==> src/hdl/kwsrm_pkg.sv <==
// Shared types and codes for the k-way sorted run merger.
// Used by kwsrm_front, kwsrm_queue and kway_sorted_run_merger_top.
package kwsrm_pkg;

  localparam int KEY_W    = 64;
  localparam int OFF_W    = 48;
  localparam int RUN_W    = 3;
  localparam int CFG_W    = 4;
  localparam int RUNS_RST = 2;
  localparam int QDEPTH   = 2;
  localparam int QPTR_W   = 1;
  localparam int QCNT_W   = 2;

  typedef enum logic [1:0] {
    ST_RECORD = 2'd0,
    ST_DONE   = 2'd1,
    ST_REJECT = 2'd2
  } status_t;

  typedef enum logic {
    ACT_RECORD  = 1'b0,
    ACT_EXHAUST = 1'b1
  } action_t;

  typedef struct packed {
    status_t            status;
    logic [KEY_W-1:0]   out_key;
    logic [OFF_W-1:0]   out_offset;
    logic [RUN_W-1:0]   source_run;
  } result_t;

  // engine status seen by the top level
  typedef struct packed {
    logic               any_state;   // some head full or run exhausted
    logic [RUN_W:0]     count_lo;    // effective run count, low bits
  } eng_stat_t;

endpackage

==> src/hdl/kwsrm_front.sv <==
// Front part of the merger: accepts and classifies input beats, keeps the
// per-run heads and selects the smallest head. Depends on kwsrm_pkg.
module kwsrm_front #(
  parameter int MAX_RUNS = 8
) (
  input  logic                         clk,
  input  logic                         rst,
  input  logic                         cfg_we,
  input  logic [kwsrm_pkg::CFG_W-1:0]  cfg_wdata,
  input  logic                         in_valid,
  input  logic                         space,
  input  kwsrm_pkg::action_t           action,
  input  logic [kwsrm_pkg::RUN_W-1:0]  run,
  input  logic [kwsrm_pkg::KEY_W-1:0]  record_key,
  input  logic [kwsrm_pkg::OFF_W-1:0]  record_offset,
  output logic                         push,
  output kwsrm_pkg::result_t           push_res,
  output kwsrm_pkg::eng_stat_t         stat
);

  localparam int IW  = (MAX_RUNS > 1) ? $clog2(MAX_RUNS) : 1;
  localparam int CW  = $clog2(MAX_RUNS + 1);
  localparam int W   = (CW > kwsrm_pkg::CFG_W) ? CW : kwsrm_pkg::CFG_W;
  localparam int P   = 1 << IW;
  localparam int NN  = 2 * P - 1;

  logic [kwsrm_pkg::CFG_W-1:0] runs_in_use;
  logic [kwsrm_pkg::KEY_W-1:0] head_key [MAX_RUNS];
  logic [kwsrm_pkg::OFF_W-1:0] head_offset [MAX_RUNS];
  logic [MAX_RUNS-1:0]         head_full, head_full_next;
  logic [MAX_RUNS-1:0]         run_exhausted, run_exhausted_next;

  logic [W-1:0]                cfg_w, count, run_w;
  logic [IW-1:0]               idx;
  logic                        accept, reject, ready_all, wr_rec;
  logic [MAX_RUNS-1:0]         act, full_upd, exh_upd;

  logic                        nv [NN];
  logic [kwsrm_pkg::KEY_W-1:0] nk [NN];
  logic [kwsrm_pkg::OFF_W-1:0] no [NN];
  logic [IW-1:0]               ni [NN];

  assign accept = in_valid && space;
  assign cfg_w  = W'(runs_in_use);
  assign run_w  = W'(run);
  assign idx    = run_w[IW-1:0];

  always_comb begin
    if (cfg_w == '0) begin
      count = W'(1);
    end else if (cfg_w > W'(MAX_RUNS)) begin
      count = W'(MAX_RUNS);
    end else begin
      count = cfg_w;
    end
  end

  assign reject = (run_w >= count) || head_full[idx] || run_exhausted[idx];
  assign wr_rec = (action == kwsrm_pkg::ACT_RECORD);

  always_comb begin
    for (int i = 0; i < MAX_RUNS; i++) begin
      act[i]      = W'(i) < count;
      full_upd[i] = head_full[i] || (wr_rec && idx == IW'(i));
      exh_upd[i]  = run_exhausted[i] || (!wr_rec && idx == IW'(i));
    end
  end

  always_comb begin
    ready_all = 1'b1;
    for (int i = 0; i < MAX_RUNS; i++) begin
      if (act[i] && !full_upd[i] && !exh_upd[i]) begin
        ready_all = 1'b0;
      end
    end
  end

  // Min tree over the heads as they stand after this beat; left child holds
  // the lower run indexes, so it wins ties.
  always_comb begin
    for (int i = 0; i < P; i++) begin
      if (i < MAX_RUNS) begin
        nv[P-1+i] = act[i] && full_upd[i];
        nk[P-1+i] = (wr_rec && idx == IW'(i)) ? record_key : head_key[i];
        no[P-1+i] = (wr_rec && idx == IW'(i)) ? record_offset : head_offset[i];
      end else begin
        nv[P-1+i] = 1'b0;
        nk[P-1+i] = '0;
        no[P-1+i] = '0;
      end
      ni[P-1+i] = IW'(i);
    end
    for (int n = P - 2; n >= 0; n--) begin
      if (nv[2*n+2] && (!nv[2*n+1] || nk[2*n+2] < nk[2*n+1] ||
          (nk[2*n+2] == nk[2*n+1] && no[2*n+2] < no[2*n+1]))) begin
        nv[n] = 1'b1;
        nk[n] = nk[2*n+2];
        no[n] = no[2*n+2];
        ni[n] = ni[2*n+2];
      end else begin
        nv[n] = nv[2*n+1];
        nk[n] = nk[2*n+1];
        no[n] = no[2*n+1];
        ni[n] = ni[2*n+1];
      end
    end
  end

  always_comb begin
    head_full_next     = head_full;
    run_exhausted_next = run_exhausted;
    push               = 1'b0;
    push_res           = '0;
    if (accept) begin
      if (reject) begin
        push            = 1'b1;
        push_res.status = kwsrm_pkg::ST_REJECT;
      end else begin
        head_full_next     = full_upd;
        run_exhausted_next = exh_upd;
        if (ready_all) begin
          push = 1'b1;
          if (nv[0]) begin
            head_full_next[ni[0]] = 1'b0;
            push_res.status       = kwsrm_pkg::ST_RECORD;
            push_res.out_key      = nk[0];
            push_res.out_offset   = no[0];
            push_res.source_run   = kwsrm_pkg::RUN_W'(ni[0]);
          end else begin
            // merge finished: clear for the next one
            head_full_next     = '0;
            run_exhausted_next = '0;
            push_res.status    = kwsrm_pkg::ST_DONE;
          end
        end
      end
    end
  end

  always_ff @(posedge clk) begin
    if (rst) begin
      runs_in_use   <= kwsrm_pkg::CFG_W'(kwsrm_pkg::RUNS_RST);
      head_full     <= '0;
      run_exhausted <= '0;
    end else begin
      if (cfg_we) begin
        runs_in_use <= cfg_wdata;
      end
      head_full     <= head_full_next;
      run_exhausted <= run_exhausted_next;
    end
  end

  always_ff @(posedge clk) begin
    if (accept && !reject && wr_rec) begin
      head_key[idx]    <= record_key;
      head_offset[idx] <= record_offset;
    end
  end

  assign stat.any_state = (|head_full) || (|run_exhausted);
  assign stat.count_lo  = (kwsrm_pkg::RUN_W+1)'(count);

endmodule

==> src/hdl/kwsrm_queue.sv <==
// Two-entry result queue between the merge front and the output stream.
// Depends on kwsrm_pkg for the result type and depth.
module kwsrm_queue (
  input  logic               clk,
  input  logic               rst,
  input  logic               push,
  input  kwsrm_pkg::result_t push_res,
  output logic               space,
  output logic               out_valid,
  input  logic               out_ready,
  output kwsrm_pkg::result_t out_res
);

  kwsrm_pkg::result_t                mem [kwsrm_pkg::QDEPTH];
  logic [kwsrm_pkg::QPTR_W-1:0]      wr_ptr, rd_ptr;
  logic [kwsrm_pkg::QCNT_W-1:0]      cnt;
  logic                              pop;

  assign space     = cnt != kwsrm_pkg::QCNT_W'(kwsrm_pkg::QDEPTH);
  assign out_valid = cnt != '0;
  assign pop       = out_valid && out_ready;
  assign out_res   = mem[rd_ptr];

  always_ff @(posedge clk) begin
    if (rst) begin
      wr_ptr <= '0;
      rd_ptr <= '0;
      cnt    <= '0;
    end else begin
      if (push) begin
        wr_ptr <= wr_ptr + 1'b1;
      end
      if (pop) begin
        rd_ptr <= rd_ptr + 1'b1;
      end
      case ({push, pop})
        2'b10:   cnt <= cnt + 1'b1;
        2'b01:   cnt <= cnt - 1'b1;
        default: cnt <= cnt;
      endcase
    end
  end

  always_ff @(posedge clk) begin
    if (push) begin
      mem[wr_ptr] <= push_res;
    end
  end

endmodule

==> src/hdl/kway_sorted_run_merger_top.sv <==
// K-way merger of sorted runs: one input beat per cycle while the result queue
// has space, as the head update and min tree in kwsrm_front are combinational.
// Each result is registered into the queue and shown on m_tvalid from there.
// A two-entry queue lets the input keep flowing while a result waits.
// Synchronous reset clears head flags, exhausted flags and the queue, and
// sets runs_in_use to 2. Heads hold no reset value.
module kway_sorted_run_merger_top #(
  parameter int MAX_RUNS = 8
) (
  input  logic          clk,
  input  logic          rst,
  input  logic          cfg_we,
  input  logic [3:0]    cfg_wdata,   // runs_in_use
  input  logic          s_tvalid,
  output logic          s_tready,
  input  logic [119:0]  s_tdata,     // run[2:0], record_key[66:3], record_offset[114:67]
  input  logic          s_tuser,     // action
  output logic          m_tvalid,
  input  logic          m_tready,
  output logic [119:0]  m_tdata,     // out_key[63:0], out_offset[111:64], source_run[114:112]
  output logic [1:0]    m_tuser      // status
);

  logic                  push;
  kwsrm_pkg::result_t    push_res, out_res;
  kwsrm_pkg::eng_stat_t  stat;
  logic                  space;
  kwsrm_pkg::action_t    action;

  assign action   = kwsrm_pkg::action_t'(s_tuser);
  assign s_tready = space;

  kwsrm_front #(.MAX_RUNS(MAX_RUNS)) u_front (
    .clk           (clk),
    .rst           (rst),
    .cfg_we        (cfg_we),
    .cfg_wdata     (cfg_wdata),
    .in_valid      (s_tvalid),
    .space         (space),
    .action        (action),
    .run           (s_tdata[2:0]),
    .record_key    (s_tdata[66:3]),
    .record_offset (s_tdata[114:67]),
    .push          (push),
    .push_res      (push_res),
    .stat          (stat)
  );

  kwsrm_queue u_queue (
    .clk       (clk),
    .rst       (rst),
    .push      (push),
    .push_res  (push_res),
    .space     (space),
    .out_valid (m_tvalid),
    .out_ready (m_tready),
    .out_res   (out_res)
  );

  assign m_tdata = {5'd0, out_res.source_run, out_res.out_offset, out_res.out_key};
  assign m_tuser = out_res.status;

  // no push may land in a full queue
  a_no_overflow: assert property (@(posedge clk) disable iff (rst)
    push |-> space)
    else $error("result pushed into full queue");

  // completion leaves no head or exhausted flag behind
  a_done_clears: assert property (@(posedge clk) disable iff (rst)
    (push && push_res.status == kwsrm_pkg::ST_DONE) |=> !stat.any_state)
    else $error("merge finished but state not cleared");

  // an emitted record comes from a run in use
  a_src_in_range: assert property (@(posedge clk) disable iff (rst)
    (push && push_res.status == kwsrm_pkg::ST_RECORD) |->
      ({1'b0, push_res.source_run} < stat.count_lo))
    else $error("record emitted from run outside the count");

  // non-record results carry zero fields
  a_zero_fields: assert property (@(posedge clk) disable iff (rst)
    (push && push_res.status != kwsrm_pkg::ST_RECORD) |->
      (push_res.out_key == '0 && push_res.out_offset == '0 && push_res.source_run == '0))
    else $error("status result with nonzero fields");

endmodule

==> config.mk <==
export PLATFORM = sky130hd
export DESIGN_NAME = kway_sorted_run_merger_top
export DESIGN_NICKNAME = d
export VERILOG_FILES = /design/src/hdl/kwsrm_pkg.sv /design/src/hdl/kwsrm_front.sv /design/src/hdl/kwsrm_queue.sv /design/src/hdl/kway_sorted_run_merger_top.sv
export SDC_FILE = /design/constraint.sdc
export NUM_CORES = 2
export LEC_CHECK = 0
export CAP_MARGIN = 25
export CORE_MARGIN = 2
export CORE_UTILIZATION = 30
export DETAILED_ROUTE_END_ITERATION = 16
export DONT_BUFFER_PORTS = 1
export GPL_ROUTABILITY_DRIVEN = 0
export PLACE_DENSITY_LB_ADDON = 0.2
export SYNTH_ARGS = -nofsm -noshare
export SYNTH_HDL_FRONTEND = slang
export SYNTH_SLANG_ARGS = --single-unit
==> constraint.sdc <==
create_clock -name clk -period 20.7 [get_ports clk]
set_input_delay 2.07 -clock clk [delete_from_list [all_inputs] [get_ports clk]]
set_output_delay 2.07 -clock clk [all_outputs]
set_load 0.01 [all_outputs]
# Word level (Yosys, flattened, before mapping)
# Memory sizes are Yosys's and may differ from the RTL's. A register that Yosys moved wholly into a read port is not among the register bits.
# Cells that the tools add are included.
# word_totals
out_inout_bits	124
mem_count	3
regBits	24
input_bits	130
wordCells	261
ram_bits	1130
# classes
n_mux	80
n_eq_ne	17
add_sub_neg	4
n_bitwise	4
n_reduce_logical	120
order_cmp	27
# mem_list
name	depth	word_bits	read_ports	rd_ports_with_merged_regs	wr	line_no	rtl
u_front.head_key	8	64	8	0	1	kwsrm_front.sv:28	logic [kwsrm_pkg::KEY_W-1:0] head_key [MAX_RUNS];
u_front.head_offset	8	48	8	0	1	kwsrm_front.sv:29	logic [kwsrm_pkg::OFF_W-1:0] head_offset [MAX_RUNS];
u_queue.mem	2	117	1	1	1	kwsrm_queue.sv:14	kwsrm_pkg::result_t mem [kwsrm_pkg::QDEPTH];
# ops
op	n
64-bit 2-to-1 mux	15
48-bit 2-to-1 mux	15
64-bit equality test	7
64-bit < comparator	7
48-bit < comparator	7
117-bit 2-to-1 mux	2
115-bit 2-to-1 mux	2
1-bit logical AND	59
1-bit logical OR	32
1-bit 2-to-1 mux	32
8-bit 2-to-1 mux	4
1-bit logical NOT	24
3-bit by 4-bit < comparator with 1-bit output (first input constant)	4
3-bit equality test (second input constant)	4
8-bit AND	1
1-bit by 4-bit < comparator with 1-bit output (first input constant)	2
2-bit by 4-bit < comparator with 1-bit output (first input constant)	2
3-bit by 4-bit < comparator with 1-bit output (second input constant)	2
4-bit 2-to-1 mux	2
8-bit NOT	1
1-bit binary-select mux with 3-bit select	2
3-bit by 2-bit equality test with 1-bit output (second input constant)	2
2-bit 2-to-1 mux	3
3-bit by 4-bit >= comparator with 1-bit output	1
17 further kinds	20

# Logic depth before layout (Yosys ltp)
# depth
depth_word	28
depth_mapped	49
depth_no_buf	38

# Cells and area by module
# Synthesis repeated with hierarchy kept, for this count alone.
# hier_totals
cells_unflattened	6757
hier_area_um2	76654.8
# modules_own_cells
module	area_per_inst_um2	seq_area_each_um2	cells_per_inst	instances
kwsrm_front	67853.8	27306.2	6364	1
kwsrm_queue	8759.7	7126.8	387	1
kway_sorted_run_merger_top	41.3	0.0	6	1

# Worst setup path before layout
# OpenSTA, ideal clock, no wires.
# synth_timing
kind	input to register
start	in s_tdata[0]
end	reg u_front.head_full[3]
required_time_ns	20.594
arrival_time_ns	15.646
setup_ns	0.106
setup_slack_ns	4.949
n_path_buf	2
cell_stages	12
cell_sequence	buf_2 > inv_1 > ha_1 > nand2b_1 > a21o_1 > a21oi_1 > o22ai_1 > nor2_1 > nand3_1 > clkbuf_1 > nor4_1 > o221a_2
# synth_between
elab_chain_cells	27
word_cells_on_any_way	204
classes_between	17 x order compare; 14 x eq/ne; 58 x mux; 3 x bitwise; 112 x reduce/logical
# synth_lines
element	line_no	rtl
from (decl)	kway_sorted_run_merger_top.sv:16	input logic [119:0] s_tdata,
parallel branches: the longest is 27 deep, another holds 64-bit < comparator	--	
to (signal assigned)	kwsrm_front.sv:149	head_full <= head_full_next;
to (decl)	kwsrm_front.sv:30	logic [MAX_RUNS-1:0] head_full, head_full_next;
# Several ways; the timed one is not identified. The select of a mux whose other input is x is not followed.
# A chain may end at the register's enable or synchronous reset.

==> run summary <==
Endpoint with the worst hold slack: u_front.run_exhausted[1]
Final Skew: 0.0372 ns
Leakage dissipation: 31.4 nW
Number of H-tree levels: 4
CP Launch Type: input pin
Initial core utilization: 0.301
Detailed-route via count: 51.6k
Syn. warnings: 0
Antenna violations before repair: 5
Required @ worst endpoint: 21.20 ns
Setup Total Neg Slack: 0 ns
Post-CTS Repair Setup Buffers: 0
Layout cell share with drive strength beyond 1: 0.134
Unrepaired setup endpoints after global routing: no
R2R Setup Slk: 5.00 ns
Number of filler cells placed in the layout: 24.7k
Switching power summed over all nets: 0.00154 W
Most frequent standard cell in the layout excluding fill and tap cells: edfxtp_1
Data arrival, critical path: 18.11 ns
I/O Buffers: 0
Most frequent cells in the layout: edfxtp_1 (1130), mux2i_1 (896), ha_1 (781)
Number of buffers created by CTS: 145
Horizontal extent of the die: 504 microns
Startpoint of the most critical hold path: u_front.run_exhausted[1]
IO Count: 254
Global-route total usage across every layer: 0.187
Final instance area: 0.0839 sq mm
Clock input transition at the sequential cells of the worst setup and hold paths: 0.05 ns
# DRC: 0
Number of enable-type register cells in the synthesized netlist: 1130
Number of antenna-violating nets in the routed design: 0
Number of clock sinks: 1155
Via density: 5.30
Area growth from synthesis to final layout: 12.0%
Pre-antenna DRT Iters: 5
Setup Viol. Count Final: 0
Relative contribution of combinational cells to total power: 0.120
Sequential fraction of the synthesis area: 0.459
Critical Path Slowest Stage Cell: nor4_2
Area taken by flip-flops and latches: 0.0344 sq mm
Reg2Reg Capture Point: u_queue.mem[1][12]
Highest fanout seen on the critical path: 74
Syn_area_per_cell: 11.8 sq um
Status: completed
Crit path kind: input pin to flip-flop
Post_cts resized: 0
Number of global-route vias before repair: 50.3k
WL/cell: 25.1 microns
Clock insertion delay at the later pin of the skew report: 0.82 ns
Detailed Route WL: 244 mm
Share of the cycle needed by the critical path after routing: 0.851
Worst slew margin: 0.259
Maximum operating frequency: 56.8 MHz
Vertical extent of the die: 504 microns
Hold-critical path depth: 2
Path depth of the worst reg2reg path: 36
Final min period: 17.61 ns
Flop pwr share: 0.444
Power density cells: 72.0 mW/mm^2
Area after DPL: 0.0791 sq mm
Total overflow reported by the global router: 0
Area occupied by multi-input gates: 0.0380 sq mm
Worst Tran Pin Value: 1.10 ns
Row cnt: 183
Number of distinct library cells after synthesis: 85
Largest net degree at the start of global routing: 113
Clock share of power: 0.437
Number of hold-repair buffers added at the cts stage: 0
Switching power share of the total: 0.255
First-pass GRT wire length: 353 mm
Proportion of synthesized flip-flops having asynchronous set or reset: 0
Flip-flop and latch count after synthesis: 1155
Final Hold Fails: 0
Iteration-0 DRC count of the detailed router: 3687
Number of nets in the layout: 7193
CTS tree: done
Worst flop-to-flop path startpoint: u_front.head_offset[3][47]
Max Root-Sink Buffers: 3
Number of maximum-capacitance constraint violations: 0
Post-synth top flop: edfxtp_1
Hold WC Path Type: flip-flop to flip-flop
Internal portion of total power: 0.00450 W
Max-slew violation count: 0
Summed instance area of the synthesized netlist: 0.0750 sq mm
Critical Path End Type: flip-flop
Detailed placer's ending HPWL: 176 mm
Max VDD drop: 0.0668 mV
Core box area: 0.249 sq mm
Clock root buffer master: clkbuf_16
Count of mapped cells out of synthesis: 6352
Worst path max stage delay: 0.95 ns
Die Footprint: 0.254 sq mm
[power by group through the flow]
stage / Combinational [W] / Sequential [W] / Clock, W
final: 0.000723 / 0.00268 / 0.00264
after CTS: 0.000734 / 0.00268 / 0.00272
after floorplan: 0.000522 / 0.00272 / 0
after global routing: 0.000795 / 0.00269 / 0.00280
after global placement: 0.000726 / 0.00273 / 0
after detailed placement: 0.000730 / 0.00273 / 0
[synth_stat cells, drive strengths merged, types with 16 or more instances]
master | number | share of area
edfxtp | 1130 | 0.45
mux2i | 896 | 0.12
ha | 781 | 0.13
mux2 | 456 | 0.068
inv | 369 | 0.018
a21oi | 365 | 0.024
nand2 | 296 | 0.015
nor2 | 249 | 0.012
o21ai | 224 | 0.015
clkbuf | 186 | 0.0093
a211oi | 152 | 0.016
buf | 146 | 0.0096
o21a | 136 | 0.014
o211ai | 133 | 0.013
nand4 | 128 | 0.011
a31oi | 125 | 0.010
a21o | 99 | 0.0099
nand3 | 84 | 0.0056
nor3 | 53 | 0.0035
a221oi | 28 | 0.0033
and4 | 26 | 0.0030
dfxtp | 25 | 0.0067
nor4 | 23 | 0.0021
nor2b | 22 | 0.0018
o2111ai | 16 | 0.0019
[how the worst max path moves through the flow]
stage / to / from / depth (start not counted) / slack [ns]
2_1_floorplan: u_front.head_full[3] / s_tdata[0] / 12 / 4.95
3_3_place_gp: u_queue.mem[0][54] / s_tdata[2] / 39 / 1.73
3_5_place_dp: u_queue.mem[1][48] / s_tdata[1] / 39 / 2.13
4_1_cts: u_queue.mem[0][48] / s_tdata[1] / 39 / 3.00
6_report: u_queue.mem[1][12] / s_tdata[0] / 38 / 3.09
5_1_grt: u_queue.mem[1][54] / s_tdata[1] / 36 / 2.67
[per-stage QoR]
step           hold slack (ns)   util  total power, W  std cells  setup WS (ns)
2_1_floorplan            0.437      -         0.00325       6356           4.95
3_3_place_gp             0.453  0.317         0.00346       9456           1.73
3_5_place_dp             0.458  0.318         0.00346       9463           2.13
4_1_cts                  0.471  0.337         0.00613       9725           3.00
5_1_grt                  0.497  0.338         0.00628       9731           2.67
6_report                 0.472  0.338         0.00605       9731           3.09
[kinds of logic after synthesis]
group | count (synthesis) | synth area share
xor+xnor | 4 | 0.000467
buf+inv | 701 | 0.0374
fa+ha+maj | 781 | 0.130
simple gates | 965 | 0.0625
other cells | 1 | 0.0000500
compound gates | 1393 | 0.122
mux | 1352 | 0.188
flops | 1155 | 0.459
[registers in the layout, indices dropped and copies added (netlist names), named ones only]
| signal | count |
|---|---|
| u_front.head_key | 512 |
| u_front.head_offset | 384 |
| u_queue.mem | 234 |
| u_front.head_full | 8 |
| u_front.run_exhausted | 8 |
| u_front.cfg_w | 4 |
| u_queue.cnt | 2 |
| u_queue.rd_ptr | 1 |
| u_queue.wr_ptr | 1 |
[critical path, delay by kind of cell]
family          cells  cell delay, ns
mux                 2            0.43
buf+inv             6            2.02
simple gates       17            7.92
fa+ha+maj           3            0.98
compound gates     10            4.31
[area by class of cell]
type / instances / area share
Timing Repair Buffer: 111 / 0.0128
Tap cell: 3330 / 0.0496
Inverter: 369 / 0.0165
Multi-Input combinational cell: 4500 / 0.453
Antenna cell: 4 / 0.000119
Clock buffer: 182 / 0.0462
Sequential cell: 1155 / 0.410
Clock inverter: 80 / 0.0116
[routing by layer]
metal  track usage  share of wire  vias to the layer above
met1         0.256           0.46                    25600
met3        0.0391          0.059                      261
met5             0       0.000053                        -
met2         0.294           0.45                     1188
met4        0.0568          0.028                        2
li1              -              -                    24500
Note: power is estimated with default switching activity, not from simulation.
